### src/sv/upd_pkg.sv
// ----------------------------------------------------------------------------
// upd_pkg
// Shared types, constants and helpers for the URL percent decoder.
// ----------------------------------------------------------------------------
package upd_pkg;

	localparam int MAX_RES    = 3;
	localparam int FIFO_DEPTH = 8;

	localparam logic [7:0] CH_PCT   = 8'h25;
	localparam logic [7:0] CH_PLUS  = 8'h2B;
	localparam logic [7:0] CH_SPACE = 8'h20;
	localparam logic [7:0] CH_ZERO  = 8'h30;
	localparam logic [7:0] CH_NINE  = 8'h39;
	localparam logic [7:0] CH_UA    = 8'h41;
	localparam logic [7:0] CH_UF    = 8'h46;
	localparam logic [7:0] CH_LA    = 8'h61;
	localparam logic [7:0] CH_LF    = 8'h66;

	typedef struct packed {
		logic       last;
		logic [7:0] data;
	} res_t;

	function automatic logic is_hex(input logic [7:0] c);
		return (c >= CH_ZERO && c <= CH_NINE) || (c >= CH_UA && c <= CH_UF) ||
			(c >= CH_LA && c <= CH_LF);
	endfunction

	// valid only for hex digit characters
	function automatic logic [3:0] hex_val(input logic [7:0] c);
		return (c <= CH_NINE) ? c[3:0] : c[3:0] + 4'd9;
	endfunction

endpackage

### src/sv/url_percent_decoder.sv
// ----------------------------------------------------------------------------
// url_percent_decoder
// Decodes a URL-encoded byte stream: %XX escapes and '+' as space.
// ----------------------------------------------------------------------------
// A result passes the input stage register and the result queue to m_axis.
// Throughput: one input byte per cycle while the queue has room; one output
// byte per cycle while m_axis_tready is high, set by the single read port of
// the queue. Input stalls while the queue has fewer than three free entries.
// Reset clears the input stage, escape state and queue pointers.
module url_percent_decoder #(
	parameter int FIFO_DEPTH = upd_pkg::FIFO_DEPTH
) (
	input  logic       clk,
	input  logic       arst_n,
	input  logic       s_axis_tvalid,
	output logic       s_axis_tready,
	input  logic [7:0] s_axis_tdata,   // [7:0] in_byte
	input  logic       s_axis_tlast,
	output logic       m_axis_tvalid,
	input  logic       m_axis_tready,
	output logic [7:0] m_axis_tdata,   // [7:0] out_byte
	output logic       m_axis_tlast
);

	typedef enum logic [2:0] {
		PH_IDLE = 3'b001,
		PH_PCT  = 3'b010,
		PH_DIG  = 3'b100
	} phase_t;

	logic          valid_s1;
	logic [7:0]    byte_s1;
	logic          last_s1;
	phase_t        phase_q;
	logic [7:0]    held_q;

	phase_t        nph;
	logic [7:0]    nheld;
	logic [1:0]    n;
	logic          do_plain;
	upd_pkg::res_t res [upd_pkg::MAX_RES];

	logic          room;
	logic          proc;
	logic          pop;
	upd_pkg::res_t head;

	assign proc          = valid_s1 && room;
	assign s_axis_tready = !valid_s1 || proc;
	assign pop           = m_axis_tvalid && m_axis_tready;

	always_ff @(posedge clk or negedge arst_n) begin
		if (!arst_n) begin
			valid_s1 <= 1'b0;
		end else if (s_axis_tvalid && s_axis_tready) begin
			valid_s1 <= 1'b1;
		end else if (proc) begin
			valid_s1 <= 1'b0;
		end
	end

	always_ff @(posedge clk) begin
		if (s_axis_tvalid && s_axis_tready) begin
			byte_s1 <= s_axis_tdata;
			last_s1 <= s_axis_tlast;
		end
	end

	always_ff @(posedge clk or negedge arst_n) begin
		if (!arst_n) begin
			phase_q <= PH_IDLE;
			held_q  <= '0;
		end else if (proc) begin
			phase_q <= nph;
			held_q  <= nheld;
		end
	end

	always_comb begin
		nph      = phase_q;
		nheld    = held_q;
		n        = 2'd0;
		do_plain = 1'b0;
		for (int i = 0; i < upd_pkg::MAX_RES; i++) begin
			res[i] = '0;
		end
		unique case (phase_q)
			PH_PCT: begin
				if (upd_pkg::is_hex(byte_s1)) begin
					nph   = PH_DIG;
					nheld = byte_s1;
				end else begin
					res[n].data = upd_pkg::CH_PCT;
					n           = n + 2'd1;
					do_plain    = 1'b1;
				end
			end
			PH_DIG: begin
				if (upd_pkg::is_hex(byte_s1)) begin
					nph         = PH_IDLE;
					res[n].data = {upd_pkg::hex_val(held_q), upd_pkg::hex_val(byte_s1)};
					n           = n + 2'd1;
				end else begin
					res[n].data = upd_pkg::CH_PCT;
					n           = n + 2'd1;
					res[n].data = held_q;
					n           = n + 2'd1;
					do_plain    = 1'b1;
				end
			end
			default: begin
				do_plain = 1'b1;
			end
		endcase
		if (do_plain) begin
			nph = PH_IDLE;
			if (byte_s1 == upd_pkg::CH_PCT) begin
				nph = PH_PCT;
			end else begin
				res[n].data = (byte_s1 == upd_pkg::CH_PLUS) ? upd_pkg::CH_SPACE : byte_s1;
				n           = n + 2'd1;
			end
		end
		if (last_s1) begin
			if (nph == PH_PCT) begin
				res[n].data = upd_pkg::CH_PCT;
				n           = n + 2'd1;
			end else if (nph == PH_DIG) begin
				res[n].data = upd_pkg::CH_PCT;
				n           = n + 2'd1;
				res[n].data = nheld;
				n           = n + 2'd1;
			end
			nph   = PH_IDLE;
			nheld = '0;
			if (n != 2'd0) begin
				res[n - 2'd1].last = 1'b1;
			end
		end
	end

	upd_fifo #(
		.DEPTH (FIFO_DEPTH)
	) u_fifo (
		.clk       (clk),
		.arst_n    (arst_n),
		.wr_n      (proc ? n : 2'd0),
		.wr_data   (res),
		.pop       (pop),
		.head      (head),
		.not_empty (m_axis_tvalid),
		.room      (room)
	);

	assign m_axis_tdata = head.data;
	assign m_axis_tlast = head.last;

`ifndef SYNTH
	a_last_clears: assert property (@(posedge clk) disable iff (!arst_n)
		proc && last_s1 |=> phase_q == PH_IDLE && held_q == '0)
		else $error("escape state not cleared after end of string");

	a_last_emits: assert property (@(posedge clk) disable iff (!arst_n)
		proc && last_s1 |-> n != 2'd0)
		else $error("final byte produced no result");

	a_stall_held: assert property (@(posedge clk) disable iff (!arst_n)
		!s_axis_tready |-> valid_s1 && !room)
		else $error("input stalled without a blocked item");

	a_no_emit_idle: assert property (@(posedge clk) disable iff (!arst_n)
		proc && phase_q == PH_PCT && upd_pkg::is_hex(byte_s1) && !last_s1 |-> n == 2'd0)
		else $error("result emitted while escape still pending");
`endif

endmodule

### src/sv/upd_fifo.sv
// ----------------------------------------------------------------------------
// upd_fifo
// Result queue: takes up to three words per cycle, gives one per cycle on pop.
// ----------------------------------------------------------------------------
module upd_fifo #(
	parameter int DEPTH = upd_pkg::FIFO_DEPTH
) (
	input  logic            clk,
	input  logic            arst_n,
	input  logic [1:0]      wr_n,
	input  upd_pkg::res_t   wr_data [upd_pkg::MAX_RES],
	input  logic            pop,
	output upd_pkg::res_t   head,
	output logic            not_empty,
	output logic            room
);

	localparam int AW = $clog2(DEPTH);

	upd_pkg::res_t  mem_q [DEPTH];
	logic [AW-1:0]  wr_ptr_q;
	logic [AW-1:0]  rd_ptr_q;
	logic [AW:0]    cnt_q;

	always_ff @(posedge clk) begin
		for (int i = 0; i < upd_pkg::MAX_RES; i++) begin
			if (2'(i) < wr_n) begin
				mem_q[wr_ptr_q + AW'(i)] <= wr_data[i];
			end
		end
	end

	always_ff @(posedge clk or negedge arst_n) begin
		if (!arst_n) begin
			wr_ptr_q <= '0;
			rd_ptr_q <= '0;
			cnt_q    <= '0;
		end else begin
			wr_ptr_q <= wr_ptr_q + AW'(wr_n);
			if (pop) begin
				rd_ptr_q <= rd_ptr_q + AW'(1);
			end
			cnt_q <= cnt_q + (AW+1)'(wr_n) - (AW+1)'(pop);
		end
	end

	assign head      = mem_q[rd_ptr_q];
	assign not_empty = (cnt_q != '0);
	assign room      = (cnt_q <= (AW+1)'(DEPTH - upd_pkg::MAX_RES));

endmodule
### config.mk
export PLATFORM = sky130hd
export DESIGN_NAME = url_percent_decoder
export DESIGN_NICKNAME = d
export VERILOG_FILES = /design/src/sv/upd_pkg.sv /design/src/sv/url_percent_decoder.sv /design/src/sv/upd_fifo.sv
export SDC_FILE = /design/constraint.sdc
export NUM_CORES = 1
export LEC_CHECK = 0
export BUFFER_PORTS_ARGS = -buffer_cell sky130_fd_sc_hd__buf_2
export CAP_MARGIN = 40
export CORE_AREA = 2 2 94 164
export DETAILED_ROUTE_END_ITERATION = 10
export DIE_AREA = 0 0 96 166
export PLACE_DENSITY_LB_ADDON = 0.25
export SLEW_MARGIN = 30
export SYNTH_ARGS = -nofsm -noshare
export SYNTH_HDL_FRONTEND = slang
export SYNTH_SLANG_ARGS = --single-unit
### constraint.sdc
create_clock -name clk -period 7.2 [get_ports clk]
set_clock_uncertainty 0.15 [all_clocks]
set_input_delay 1.8 -clock clk [delete_from_list [all_inputs] [get_ports clk]]
set_output_delay 1.8 -clock clk [all_outputs]
set_load 0.01 [all_outputs]
==> flow_summary_export.csv <==
group,metric,value,unit
place,globalplace.congestion,1.028,
detailed_routing,firstDrtPassIters,7,
detailed_routing,met2_length,12.14,mm
power_and_ir_drop,pwr-share-seq,36.5,%
logic_synthesis,synth_area_leader_cell,"edfxtp_1",
place,io_buffers,23,
timing,period_needed,5.726,ns
grt,antenna_found_initial,0,
setup_path,arrival,5.65,ns
power_and_ir_drop,combPwrFrac,44.5,%
detailed_routing,dr_total_vias,5408,
clock_tree,cts_hold_buf,0,
logic_synthesis,async_reset_ff_share,21.36,%
setup_path,reg2reg_from,"byte_s1[3]",
flow_run,cap_violations,0,
clock_tree,post-cts-setup-buffers,0,
floorplan,initial_core_util,49.13,%
place,dp_hpwl,18.24,mm
worst_hold_path,min_from,"phase_q[0]",
floorplan,rows,59,
detailed_routing,routed_wl,22.95,mm
floorplan,die_h,166,um
power_and_ir_drop,netSwitchingFraction,40.46,%
power_and_ir_drop,finalPower,0.002578,W
cells_and_area,num-nets-final,677,
timing,slew-limit-headroom,38.03,%
power_and_ir_drop,leakage,3.332,nW
power_and_ir_drop,clock_power_share,19.0,%
setup_path,crit_fanout,14,
timing,setup_viol_count_final,0,
timing,fmax,174.7,MHz
worst_hold_path,hold_path_class,"reg2reg",
logic_synthesis,synth_area,7217,um^2
cells_and_area,final_cell_area,7807,um^2
grt,grt_pass1_vias,5586,
floorplan,core,14690,um^2
clock_tree,clock_path_buffers,2,
logic_synthesis,synth_top_area_share,33.70,%
logic_synthesis,synth-seq-cells,103,
grt,grt_pass1_wl,34.58,mm
logic_synthesis,synth_most_common_cell,"mux2i_1",
clock_tree,clk_latency,0.36,ns
power_and_ir_drop,intPower,0.001535,W
logic_synthesis,yosysWarnings,0,
power_and_ir_drop,p_per_area,330.2,nW/um^2
cells_and_area,area_delta_synth_final,8.183,%
detailed_routing,ant_nets,0,
floorplan,dieArea,15940,um^2
timing,fin_ws,1.474,ns
timing,worstMarginPinSlew,0.9213,ns
detailed_routing,dr_wl_met3,991,um
detailed_routing,highest_layer,"met4",
detailed_routing,wl_per_cell,27.82,um
setup_path,cp-start-kind,"register",
setup_path,required,7.12,ns
clock_tree,cts_max_level,3,
cells_and_area,final_util,53.15,%
detailed_routing,via_per_inst,6.555,
logic_synthesis,synth_area_leaders,"edfxtp_1, mux2i_1, dfrtp_1, mux4_2, ha_1",
power_and_ir_drop,power.net_switching,0.001043,W
grt,track_usage,30.23,%
setup_path,end_kind,"register",
grt,grt_max_degree,29,
outcome,status,"finished clean",
worst_hold_path,min_path_cells,2,
timing,finalSetupTns,0,ns
detailed_routing,drc_errors,0,
clock_tree,cts-root-buf,"clkbuf_16",
logic_synthesis,seq_area_frac_synth,41.35,%
timing,final_hold_viol_count,0,
floorplan,die_w,96,um
floorplan,ios,24,
cells_and_area,drive_gt1_share,19.16,%
timing,slew_violations,0,
grt,grt_overflow,0,
worst_hold_path,min_to,"phase_q[0]",
clock_tree,cts_tree,"yes",
logic_synthesis,synth_common_cells,"mux2i_1, edfxtp_1, nand2_1",
clock_tree,cts_resized,0,
place,dpl_cell_area,7471,um^2
setup_path,criticalPathCategory,"reg2reg",
setup_path,worstReg2RegEnd,"u_fifo.mem_q[3][0]",
power_and_ir_drop,vdd_drop_max,0.2044,mV
clock_tree,cts.sinks,103,
logic_synthesis,synth-edff-count,81,
detailed_routing,wl_met1,7.585,mm
detailed_routing,drt_iter0_markers,476,
logic_synthesis,synth_nets,658,
logic_synthesis,yosysUniqueCellTypes,86,
clock_tree,clk_pin_slew,0.08,ns
cells_and_area,fill_cells,1290,
setup_path,rrSetupSlack,1.47,ns
timing,period_share,79.52,%
timing,rsz0062_at_grt,"no",
clock_tree,cts_buffers,9,
logic_synthesis,postSynth.topFlopCell,"edfxtp_1",
setup_path,r2r_cells,15,
logic_synthesis,synthCells,618,
cells_and_area,num_antenna_cells,0,
logic_synthesis,postSynthAreaPerCell,11.68,um^2
place,dp_slack,1.558,ns
-- placed cells by master (no fill, tap or decap), drive strengths merged, types with 5 or more instances in the layout --
cell type	Yosys	final
o211ai	14	14
mux2	24	24
mux2i	90	90
o22ai	17	17
nand3	11	11
a21o	6	6
and3	6	6
a211oi	10	10
buf	19	42
mux4	18	18
xnor2	9	9
a22oi	12	12
nor2	31	31
a21oi	17	17
a211o	5	5
nor3	5	5
or2	6	6
o21ai	22	22
nand2	38	38
ha	25	25
clkbuf	16	11
dfrtp	21	21
edfxtp	81	81
a21boi	6	6
nand2b	5	5
inv	24	28
and2	10	10
-- critical path: stages (launching register included) --
cell	delay, ns
edfxtp_1	0.60
or4b_4	0.58
nor3_2	0.29
nor2_1	0.11
nor2_1	0.39
nor2_1	0.17
ha_1	0.37
and2_1	0.19
a22oi_2	0.34
ha_1	0.31
or2_2	0.18
a22oi_2	0.07
a31oi_4	0.26
nand4_1	0.65
o211ai_1	0.54
buf_4	0.25
-- area by class of cell --
cell class | count | area (um^2) | area share [%]
well taps | 183 | 229.0 | 2.933
clock buffers | 10 | 229.0 | 2.933
multi-input cells | 456 | 3948 | 50.56
repair buffers | 43 | 265.3 | 3.397
clock inverters | 6 | 62.56 | 0.8013
flip-flops and latches | 103 | 2984 | 38.22
inverters | 24 | 90.09 | 1.154
-- registers in the layout, summed over array words and instances, names as in the netlist --
signal and count:
byte_s1 8, held_q 8, last_s1 1, phase_q 3
u_fifo.cnt_q 4, u_fifo.mem_q 72, u_fifo.rd_ptr_q 3, u_fifo.wr_ptr_q 3
valid_s1 1
-- through the flow --
stage,std cells,hold WS [ns]
2_1_floorplan,618,0.3279
3_3_place_gp,796,0.3698
3_5_place_dp,803,0.3749
4_1_cts,819,0.3876
5_1_grt,825,0.4125
6_report,825,0.3858
-- per-layer routing --
layer	GRT usage (%)	vias to the layer above
met5	0	-
met4	22.98	0
met3	4.401	111
met2	53.02	231
met1	30.90	2620
li1	-	2446
-- power by group through the flow --
stage | registers [W] | clock network (W) | logic [W]
after floorplan | 0.000883 | 0 | 0.000830
after global routing | 0.000957 | 0.000515 | 0.00126
after detailed placement | 0.000973 | 0 | 0.00112
after CTS | 0.000959 | 0.000492 | 0.00113
after global placement | 0.000967 | 0 | 0.00108
final | 0.000941 | 0.000489 | 0.00115
-- how the worst max path moves through the flow --
stage          startpoint                 end  depth (start not counted)
2_1_floorplan  byte_s1[7]  u_fifo.mem_q[4][0]                         17
3_3_place_gp   byte_s1[3]  u_fifo.mem_q[3][0]                         14
3_5_place_dp   byte_s1[3]  u_fifo.mem_q[3][7]                         15
4_1_cts        byte_s1[3]  u_fifo.mem_q[3][7]                         15
5_1_grt        byte_s1[3]  u_fifo.mem_q[3][8]                         15
6_report       byte_s1[3]  u_fifo.mem_q[3][0]                         15
-- cell families (layout without fill, tap and decap cells) --
| group | count (synthesis) | count (layout) | synth area share [%] |
|---|---|---|---|
| buf+inv | 59 | 83 | 3.953 |
| xor+xnor | 12 | 12 | 1.456 |
| fa+ha+maj | 27 | 27 | 4.889 |
| flops | 103 | 103 | 41.35 |
| simple gates | 128 | 128 | 9.414 |
| mux | 132 | 132 | 21.95 |
| compound gates | 157 | 157 | 16.99 |
Note: power is estimated with default switching activity, not from simulation.
